File: src/rrna_pkg.sv
// Shared widths, register indexes and lane request type for the resize address generator.
package rrna_pkg;

  // Field widths
  localparam int DIM_W = 13;               // dimension registers
  localparam int CRD_W = 12;               // target and source coordinates
  localparam int STR_W = 14;               // row stride register
  localparam int ADR_W = 25;               // linear source address
  localparam int CFG_IDX_W = 3;
  localparam int CFG_DATA_W = 14;

  // Divider: one quotient bit per stage, quotient as wide as a clamped source coordinate
  localparam int QW = DIM_W;
  localparam int NUM_W = 2 * DIM_W + 2;
  localparam int LANE_STAGES = QW + 3;     // product, bound check, QW digits, clamp
  localparam int PROD_W = DIM_W + STR_W;

  localparam int MAX_DIMENSION_DEF = 4096;
  localparam logic [STR_W-1:0] STRIDE_LIMIT = STR_W'(8192);

  // Register reset values
  localparam logic [DIM_W-1:0] SRC_W_RST = DIM_W'(640);
  localparam logic [DIM_W-1:0] SRC_H_RST = DIM_W'(480);
  localparam logic [STR_W-1:0] STRIDE_RST = STR_W'(640);
  localparam logic [DIM_W-1:0] TGT_W_RST = DIM_W'(480);
  localparam logic [DIM_W-1:0] TGT_H_RST = DIM_W'(640);

  typedef enum logic [CFG_IDX_W-1:0] {
    REG_SOURCE_WIDTH  = 3'd0,
    REG_SOURCE_HEIGHT = 3'd1,
    REG_ROW_STRIDE    = 3'd2,
    REG_TARGET_WIDTH  = 3'd3,
    REG_TARGET_HEIGHT = 3'd4,
    REG_ROTATION_MODE = 3'd5
  } cfg_reg_t;

  typedef enum logic [1:0] {
    ROT_NONE = 2'd0,
    ROT_90   = 2'd1,
    ROT_180  = 2'd2,
    ROT_270  = 2'd3
  } rot_mode_t;

  // One axis of the mapping: coordinate, span, source maximum, direction
  typedef struct packed {
    logic [CRD_W-1:0] t;
    logic [DIM_W-1:0] d;
    logic [DIM_W-1:0] smax;
    logic             rev;
  } axis_req_t;

endpackage

File: src/rrna_axis.sv
// One axis lane: scaled coordinate, half-up rounding by long division, clamp.
module rrna_axis
  import rrna_pkg::*;
(
  input  logic                   clk,
  input  logic [LANE_STAGES-1:0] stage_en,
  input  axis_req_t              req,
  output logic [DIM_W-1:0]       coord
);

  typedef struct packed {
    logic [NUM_W-1:0] rem;
    logic [QW-1:0]    quo;
    logic [DIM_W:0]   dvs;
    logic [DIM_W-1:0] smax;
    logic             ovf;
    logic             zero;
  } div_t;

  // Stage 1: numerator and overflow bound
  logic [NUM_W-1:0] num_r, num_nxt;
  logic [NUM_W-1:0] lim_r, lim_nxt;
  logic [DIM_W-1:0] d1_r, smax1_r;
  logic             zero1_r, zero_nxt;
  logic [DIM_W-1:0] t_ext, t_eff, smax_p1;

  always_comb begin
    t_ext    = DIM_W'(req.t);
    zero_nxt = req.rev && (t_ext > req.d);
    t_eff    = req.rev ? (req.d - t_ext) : t_ext;
    smax_p1  = req.smax + DIM_W'(1);
    num_nxt  = NUM_W'(t_eff) * NUM_W'(req.smax);
    lim_nxt  = NUM_W'({req.d, 1'b0}) * NUM_W'(smax_p1);
  end

  always_ff @(posedge clk) begin
    if (stage_en[0]) begin
      num_r   <= num_nxt;
      lim_r   <= lim_nxt;
      d1_r    <= req.d;
      smax1_r <= req.smax;
      zero1_r <= zero_nxt;
    end
  end

  // Stage 2: rounding offset and clamp test, q > smax when 2n+d >= 2d(smax+1)
  div_t dv_r   [QW+1];
  div_t dv_nxt [QW+1];

  always_comb begin
    dv_nxt[0].rem  = {num_r[NUM_W-2:0], 1'b0} + NUM_W'(d1_r);
    dv_nxt[0].quo  = '0;
    dv_nxt[0].dvs  = {d1_r, 1'b0};
    dv_nxt[0].smax = smax1_r;
    dv_nxt[0].ovf  = dv_nxt[0].rem >= lim_r;
    dv_nxt[0].zero = zero1_r;
  end

  always_ff @(posedge clk) begin
    if (stage_en[1]) begin
      dv_r[0] <= dv_nxt[0];
    end
  end

  // Restoring division, most significant quotient bit first
  for (genvar j = 1; j <= QW; j++) begin : g_digit
    localparam int B = QW - j;
    logic [NUM_W-1:0] trial;

    always_comb begin
      dv_nxt[j] = dv_r[j-1];
      trial     = NUM_W'(dv_r[j-1].dvs) << B;
      if (dv_r[j-1].rem >= trial) begin
        dv_nxt[j].rem    = dv_r[j-1].rem - trial;
        dv_nxt[j].quo[B] = 1'b1;
      end
    end

    always_ff @(posedge clk) begin
      if (stage_en[j+1]) begin
        dv_r[j] <= dv_nxt[j];
      end
    end
  end

  // Clamp: reversed beyond span gives 0, beyond source gives smax
  logic [DIM_W-1:0] coord_r, coord_nxt;

  always_comb begin
    if (dv_r[QW].zero) begin
      coord_nxt = '0;
    end else if (dv_r[QW].ovf) begin
      coord_nxt = dv_r[QW].smax;
    end else begin
      coord_nxt = dv_r[QW].quo;
    end
  end

  always_ff @(posedge clk) begin
    if (stage_en[QW+2]) begin
      coord_r <= coord_nxt;
    end
  end

  assign coord = coord_r;

endmodule

File: src/rotate_resize_nearest_address.sv
// Top level of the rotated nearest-neighbour resize source address generator.
//
// Usage: configure sizes, stride and rotation through the cfg_ channel (index, data,
// one transfer per register write; cfg_ready is always high) while no pixel is in
// flight. Then send target coordinates on the in_ channel, one transfer per cycle.
// Each input transfer yields exactly one result on the out_ channel: source column,
// source row and linear address row * stride + column, in input order.
// Throughput is one pixel per cycle while the receiver accepts results. The
// pipeline depth is set by the rounding divider, which resolves one
// quotient bit per stage for the 13-bit source coordinate, plus input, product,
// bound check, clamp, stride multiply and output stages.
// Reset (rst_n low, synchronous) empties the pipeline and loads the default sizes
// 640x480 source, 480x640 target, stride 640, no rotation.
// When the receiver stalls the pipeline closes up behind the waiting result; bubbles
// are squeezed out, and in_ready drops only once every stage holds a pixel.
module rotate_resize_nearest_address
  import rrna_pkg::*;
#(
  parameter int MAX_DIMENSION = MAX_DIMENSION_DEF
) (
  input  logic                  clk,
  input  logic                  rst_n,
  input  logic                  cfg_valid,
  output logic                  cfg_ready,
  input  logic [CFG_IDX_W-1:0]  cfg_index,
  input  logic [CFG_DATA_W-1:0] cfg_data,
  input  logic                  in_valid,
  output logic                  in_ready,
  input  logic [CRD_W-1:0]      in_target_x,
  input  logic [CRD_W-1:0]      in_target_y,
  output logic                  out_valid,
  input  logic                  out_ready,
  output logic [CRD_W-1:0]      out_source_x,
  output logic [CRD_W-1:0]      out_source_y,
  output logic [ADR_W-1:0]      out_source_address
);

  localparam int NST = LANE_STAGES + 3;    // input, lanes, multiply, output
  localparam logic [31:0] MAX_D = 32'(MAX_DIMENSION);
  localparam logic [DIM_W-1:0] MAX_T = DIM_W'(MAX_DIMENSION);

  // Configuration registers
  logic [DIM_W-1:0] src_w_r, src_h_r, tgt_w_r, tgt_h_r;
  logic [STR_W-1:0] stride_r;
  logic [1:0]       rot_r;

  assign cfg_ready = 1'b1;

  always_ff @(posedge clk) begin
    if (!rst_n) begin
      src_w_r  <= SRC_W_RST;
      src_h_r  <= SRC_H_RST;
      stride_r <= STRIDE_RST;
      tgt_w_r  <= TGT_W_RST;
      tgt_h_r  <= TGT_H_RST;
      rot_r    <= ROT_NONE;
    end else if (cfg_valid && cfg_ready) begin
      case (cfg_index)
        REG_SOURCE_WIDTH:  src_w_r  <= cfg_data[DIM_W-1:0];
        REG_SOURCE_HEIGHT: src_h_r  <= cfg_data[DIM_W-1:0];
        REG_ROW_STRIDE:    stride_r <= cfg_data[STR_W-1:0];
        REG_TARGET_WIDTH:  tgt_w_r  <= cfg_data[DIM_W-1:0];
        REG_TARGET_HEIGHT: tgt_h_r  <= cfg_data[DIM_W-1:0];
        REG_ROTATION_MODE: rot_r    <= cfg_data[1:0];
        default: ;
      endcase
    end
  end

  // Saturated sizes, registered from the configuration registers
  logic [DIM_W-1:0] sw_m1_r, sh_m1_r, dw_r, dh_r;
  logic [DIM_W-1:0] sw_m1_nxt, sh_m1_nxt, dw_nxt, dh_nxt;
  logic [STR_W-1:0] str_sat_r, str_sat_nxt;

  function automatic logic [DIM_W-1:0] sat_dim(input logic [DIM_W-1:0] v,
                                               input logic [DIM_W-1:0] lo);
    logic [DIM_W-1:0] res;
    if (v < lo) begin
      res = lo;
    end else if (32'(v) > MAX_D) begin
      res = MAX_T;
    end else begin
      res = v;
    end
    return res;
  endfunction

  always_comb begin
    sw_m1_nxt   = sat_dim(src_w_r, DIM_W'(1)) - DIM_W'(1);
    sh_m1_nxt   = sat_dim(src_h_r, DIM_W'(1)) - DIM_W'(1);
    dw_nxt      = sat_dim(tgt_w_r, DIM_W'(2)) - DIM_W'(1);
    dh_nxt      = sat_dim(tgt_h_r, DIM_W'(2)) - DIM_W'(1);
    str_sat_nxt = (stride_r > STRIDE_LIMIT) ? STRIDE_LIMIT : stride_r;
  end

  always_ff @(posedge clk) begin
    sw_m1_r   <= sw_m1_nxt;
    sh_m1_r   <= sh_m1_nxt;
    dw_r      <= dw_nxt;
    dh_r      <= dh_nxt;
    str_sat_r <= str_sat_nxt;
  end

  // Stage valids and per-stage advance: a stage moves when the output is taken or any stage at or after it is empty
  logic [NST-1:0] v_r;
  logic [NST-1:0] en;

  for (genvar k = 0; k < NST; k++) begin : g_en
    assign en[k] = out_ready || !(&v_r[NST-1:k]);
  end

  always_ff @(posedge clk) begin
    if (!rst_n) begin
      v_r <= '0;
    end else begin
      if (en[0]) begin
        v_r[0] <= in_valid;
      end
      for (int k = 1; k < NST; k++) begin
        if (en[k]) begin
          v_r[k] <= v_r[k-1];
        end
      end
    end
  end

  assign in_ready = en[0];

  // Stage 0: input register
  logic [CRD_W-1:0] tx_r, ty_r;

  always_ff @(posedge clk) begin
    if (en[0]) begin
      tx_r <= in_target_x;
      ty_r <= in_target_y;
    end
  end

  // Rotation picks coordinate, span and direction for each source axis
  axis_req_t req_x, req_y;

  always_comb begin
    req_x.smax = sw_m1_r;
    req_y.smax = sh_m1_r;
    case (rot_r)
      ROT_90: begin
        req_x.t = ty_r; req_x.d = dh_r; req_x.rev = 1'b0;
        req_y.t = tx_r; req_y.d = dw_r; req_y.rev = 1'b1;
      end
      ROT_180: begin
        req_x.t = tx_r; req_x.d = dw_r; req_x.rev = 1'b1;
        req_y.t = ty_r; req_y.d = dh_r; req_y.rev = 1'b1;
      end
      ROT_270: begin
        req_x.t = ty_r; req_x.d = dh_r; req_x.rev = 1'b1;
        req_y.t = tx_r; req_y.d = dw_r; req_y.rev = 1'b0;
      end
      default: begin
        req_x.t = tx_r; req_x.d = dw_r; req_x.rev = 1'b0;
        req_y.t = ty_r; req_y.d = dh_r; req_y.rev = 1'b0;
      end
    endcase
  end

  logic [DIM_W-1:0] sx_lane, sy_lane;

  rrna_axis u_axis_x (
    .clk      (clk),
    .stage_en (en[LANE_STAGES:1]),
    .req      (req_x),
    .coord    (sx_lane)
  );

  rrna_axis u_axis_y (
    .clk      (clk),
    .stage_en (en[LANE_STAGES:1]),
    .req      (req_y),
    .coord    (sy_lane)
  );

  // Row offset multiply
  logic [PROD_W-1:0] prod_r;
  logic [DIM_W-1:0]  mx_r, my_r;

  always_ff @(posedge clk) begin
    if (en[NST-2]) begin
      prod_r <= PROD_W'(sy_lane) * PROD_W'(str_sat_r);
      mx_r   <= sx_lane;
      my_r   <= sy_lane;
    end
  end

  // Output register: column add and field masks
  logic [CRD_W-1:0] ox_r, oy_r;
  logic [ADR_W-1:0] oa_r;
  logic [PROD_W-1:0] addr_full;

  assign addr_full = prod_r + PROD_W'(mx_r);

  always_ff @(posedge clk) begin
    if (en[NST-1]) begin
      ox_r <= mx_r[CRD_W-1:0];
      oy_r <= my_r[CRD_W-1:0];
      oa_r <= addr_full[ADR_W-1:0];
    end
  end

  assign out_valid          = v_r[NST-1];
  assign out_source_x       = ox_r;
  assign out_source_y       = oy_r;
  assign out_source_address = oa_r;

  // Input back-pressure arises only from a full pipeline behind a stalled result
  a_stall_cause : assert property (@(posedge clk) disable iff (!rst_n)
    !in_ready |-> (out_valid && !out_ready))
    else $error("in_ready low without a stalled result");

  // Reset empties the pipeline
  a_reset_flush : assert property (@(posedge clk)
    !rst_n |=> !out_valid)
    else $error("result presented straight after reset");

endmodule
File: config.mk
export PLATFORM = sky130hd
export DESIGN_NAME = rotate_resize_nearest_address
export DESIGN_NICKNAME = d
export VERILOG_FILES = /design/src/rrna_pkg.sv /design/src/rrna_axis.sv /design/src/rotate_resize_nearest_address.sv
export SDC_FILE = /design/constraint.sdc
export NUM_CORES = 2
export LEC_CHECK = 0
export BUFFER_PORTS_ARGS = -buffer_cell sky130_fd_sc_hd__buf_2
export CAP_MARGIN = 20
export CORE_MARGIN = 4
export CORE_UTILIZATION = 50
export CTS_CLUSTER_SIZE = 8
export DETAILED_ROUTE_END_ITERATION = 8
export PLACE_DENSITY = 0.68
export SLEW_MARGIN = 20
export SYNTH_ARGS = -nofsm -noshare
export SYNTH_HDL_FRONTEND = slang
export SYNTH_SLANG_ARGS = --single-unit
File: constraint.sdc
create_clock -name clk -period 20.7 [get_ports clk]
set_clock_uncertainty 0.2 [all_clocks]
set_input_delay 0 -clock clk [delete_from_list [all_inputs] [get_ports clk]]
set_output_delay 0 -clock clk [all_outputs]
set_load 0.005 [all_outputs]
==> summary.md <==
| Metric | Value |
|---|---|
| Root Buffer | clkbuf_16 |
| Global-route wire length before repair | 415 mm |
| Die W | 499 um |
| Area contributors post-synth | edfxtp_1 (49%), fa_1 (11%), ha_1 (8.3%), inv_1 (4.1%), nand2_1 (3.2%) |
| Peak VDD IR | 0.170 mV |
| Initial Utilization | 50.4% |
| DP HPWL | 193 mm |
| Share of cells above drive strength 1 | 6.30% |
| Worst hold path startpoint | u_axis_x.dv_r[0][142]$_DFFE_PP_ |
| Worst skew pair latency | 0.92 ns |
| Initial antenna violation count | 6 |
| Placer Congestion | 0.919 |
| Wirelength per Cell | 18.7 um |
| Final Power | 21.9 mW |
| Register area share after synthesis | 51.2% |
| DRC viols | 0 |
| Syn_area_per_cell | 11.8 um^2 |
| Clk sink count | 2,102 |
| Cell Area, Synth | 120,000 um^2 |
| Die area | 249,000 um^2 |
| Simple-gate area share of the yosys netlist | 11.6% |
| Cell mode on critical path | fa_1 |
| Cell family with most CP delay | adder cells |
| Syn. warnings | 0 |
| Filler Cell Count | 19,386 |
| Die Y-Extent | 499 um |
| Reg power frac | 32.9% |
| Async set-reset flop share out of synthesis | 0% |
| Hold depth | 0 |
| Num rows | 179 |
| Tot GR Track Use | 20.8% |
| I/O pins | 98 |
| DRT iter0 DRCs | 4,510 |
| MaxCap Viol Count | 0 |
| Fmax | 0.0924 GHz |
| FF-to-FF Start | rot_r[0]$_SDFFE_PN0P_ |
| Number of synthesized flops with an enable pin | 1,949 |
| Clock Tree Buf Depth | 4 |
| Power Density | 163 nW/um^2 |
| CP max FO | 36 |
| Vias per inst | 5.44 |
| Clock power frac | 20.2% |
| Comb power frac | 47.0% |
| Register bit count reported by yosys | 2,102 |
| Largest net degree at the start of global routing | 88 |
| Post-synthesis mux area share | 1.33% |
| Clock-pin slew on the worst setup and hold paths | 0.05 ns |
| Vias in the first global route | 78,673 |
| Hold Slack | 0.156 ns |
| CTS tree | built |
| Total Wirelength | 258 mm |
| Core Area | 239,000 um^2 |
| Switching power | 8.25 mW |
| Critical path arrival | 11.21 ns |
| Synth cell types | 90 |
| Slew headroom | 21.9% |
| Total grt overflow | 0 |
| Depth of the CTS H-tree | 5 |
| WHS Endpoint | u_axis_x.dv_r[0][212]$_DFFE_PP_ |
| Slowest cell delay on critical path | 0.61 ns |
| Min Tclk post-route | 10.82 ns |
| Worst setup EP type | flip-flop |
| Cell taking the most area after synthesis | edfxtp_1 |
| Synth Area in Compound Gates | 7.54% |
| P_leak | 57.0 nW |
| Area delta synth->final | 11.6% |
| Post-synth top area share | 48.6% |
| RSZ-0062 raised after global routing | false |
| Cts hold-fix bufs | 109 |
| Largest family of logic cells by synthesized area | adder cells |
| CP bufs+invs | 5 |
| Fin nets | 12,042 |
| Xor and xnor area share after synthesis | 4.43% |
| Final Hold Fails | 0 |
| Fin Setup TNS | 0 ns |
| Status | finished clean |
| Min-Delay Path Class | reg -> reg |
| Req. time, crit path | 21.09 ns |
| Seq. cell area | 61,600 um^2 |
| Adder-cell share of the synthesized area | 19.1% |
| Switching share of power | 37.6% |
| Initial DRT Pass Iterations | 6 |
| Final Max Tran Viols | 0 |
| Worst-Margin Slew | 1.16 ns |
| Internal | 13.7 mW |
| Crit Path Class | reg -> reg |
| Dominant synthesized flop cell | edfxtp_1 |
| Syn Inst Count | 10,182 |
| Cts bufs inserted | 316 |
| Setup-failing EPs final | 0 |
| Total number of vias | 75,168 |
| Critical-path top delay cell | mux2i_1 |
| Post-CTS Setup Bufs | 0 |
| Post_cts resized | 0 |
| Part of the cycle the worst path needs | 52.3% |
| Port Buffer Count | 96 |
| Critical path startpoint category | flip-flop |
| DRT antenna net count | 0 |
| Area of the multi-input gates | 53,100 um^2 |
| Cell depth of the worst flop-to-flop path | 33 |
| Worst r2r dst | u_axis_y.num_r[25]$_DFFE_PP_ |
| Reg-to-reg slack, setup | 9.88 ns |
| Syn_nets | 11,673 |
worst reg2reg max path, delay by kind of cell, from the launching register on:
kind | cells | cell delay (ns)
compound gates | 14 | 3.69
xor+xnor | 1 | 0.08
fa+ha+maj | 8 | 3.84
buf+inv | 5 | 0.89
flops | 1 | 0.37
mux | 1 | 0.64
simple gates | 4 | 0.81
layout by cell type (no fill, tap or decap), types with 118 or more instances in the layout:
cell       instances
a21o_1           169
inv_1           1296
nor2b_1          118
o21ai_0          356
xor2_1           263
xnor2_1          340
a21oi_1          409
clkbuf_16        320
nand2_1         1019
edfxtp_1        1949
nor3_1           172
ha_1             801
nor2_1           556
fa_1             644
and2_1           297
nand3_1          131
dfxtp_1          153
power by group through the flow:
| stage | logic, mW | registers, mW | clock network [mW] |
|---|---|---|---|
| 2_1_floorplan | 7.85 | 6.95 | 0 |
| 3_3_place_gp | 9.89 | 7.24 | 0 |
| 3_5_place_dp | 10.2 | 7.27 | 0 |
| 4_1_cts | 10.3 | 7.21 | 4.54 |
| 5_1_grt | 11.7 | 7.33 | 4.73 |
| 6_report | 10.3 | 7.21 | 4.42 |
synth_stat cells (203+ instances only):
| library cell | number |
|---|---|
| o21ai_0 | 356 |
| nor2_1 | 556 |
| ha_1 | 801 |
| xor2_1 | 266 |
| a21oi_1 | 414 |
| and2_1 | 297 |
| clkbuf_1 | 203 |
| edfxtp_1 | 1949 |
| fa_1 | 644 |
| inv_1 | 1304 |
| nand2_1 | 1027 |
| xnor2_1 | 342 |
cell families (layout without fill, tap and decap cells):
| group | Yosys count | after routing |
|---|---|---|
| compound gates | 1449 | 1449 |
| xor+xnor | 608 | 608 |
| fa+ha+maj | 1448 | 1448 |
| buf+inv | 1555 | 2015 |
| flops | 2102 | 2102 |
| mux | 151 | 151 |
| other cells | 1 | 2 |
| simple gates | 2868 | 2868 |
per-layer routing:
metal,wire [um],track usage (%),vias up
li1,-,-,35858
met5,20,0,-
met2,125000,35.5,2033
met1,109000,26.2,36628
met3,12800,3.19,647
met4,11800,9.21,2
worst max-delay path by stage:
stage / start / end / slack [ns] / depth (start not counted)
after floorplan: rot_r[1]$_SDFFE_PN0P_ / u_axis_y.num_r[25]$_DFFE_PP_ / 11.01 / 40
after global placement: rot_r[1]$_SDFFE_PN0P_ / u_axis_y.num_r[25]$_DFFE_PP_ / 9.89 / 34
after detailed placement: rot_r[0]$_SDFFE_PN0P_ / u_axis_y.num_r[25]$_DFFE_PP_ / 9.74 / 34
after CTS: rot_r[0]$_SDFFE_PN0P_ / u_axis_y.num_r[25]$_DFFE_PP_ / 9.58 / 34
after global routing: rot_r[0]$_SDFFE_PN0P_ / u_axis_y.num_r[25]$_DFFE_PP_ / 9.11 / 33
final: rot_r[0]$_SDFFE_PN0P_ / u_axis_y.num_r[25]$_DFFE_PP_ / 9.88 / 33
sequential cells by signal (all words and copies together), names as in the netlist, 14 cells and up:
register	count
u_axis_x.dv_r	821
u_axis_y.dv_r	821
u_axis_x.lim_r	26
u_axis_x.num_r	26
u_axis_y.lim_r	26
u_axis_y.num_r	26
out_source_address	25
prod_r	25
v_r	19
str_sat_r	14
stride_r	14
per-stage QoR:
stage                     instance area, um^2  worst slack [ns]  util, %  std cells
after floorplan                        120000             11.01        -      10182
after global placement                 125000              9.89     52.2      13289
after detailed placement               125000              9.74     52.2      13289
after CTS                              134000              9.58     56.2      13807
after global routing                   134000              9.11     56.2      13810
final                                  134000              9.88     56.2      13810
layout make-up:
cell class                      count  share of cell area [%]
Sequential cell                  2102                    45.9
Multi-Input combinational cell   6525                    39.5
Clock buffer                      394                    6.19
Inverter                         1319                    3.70
Tap cell                         3167                    2.95
Timing Repair Buffer              287                    1.64
Clock inverter                     15                   0.109
Antenna cell                        1                 0.00186
Note: power is estimated with default switching activity, not from simulation.
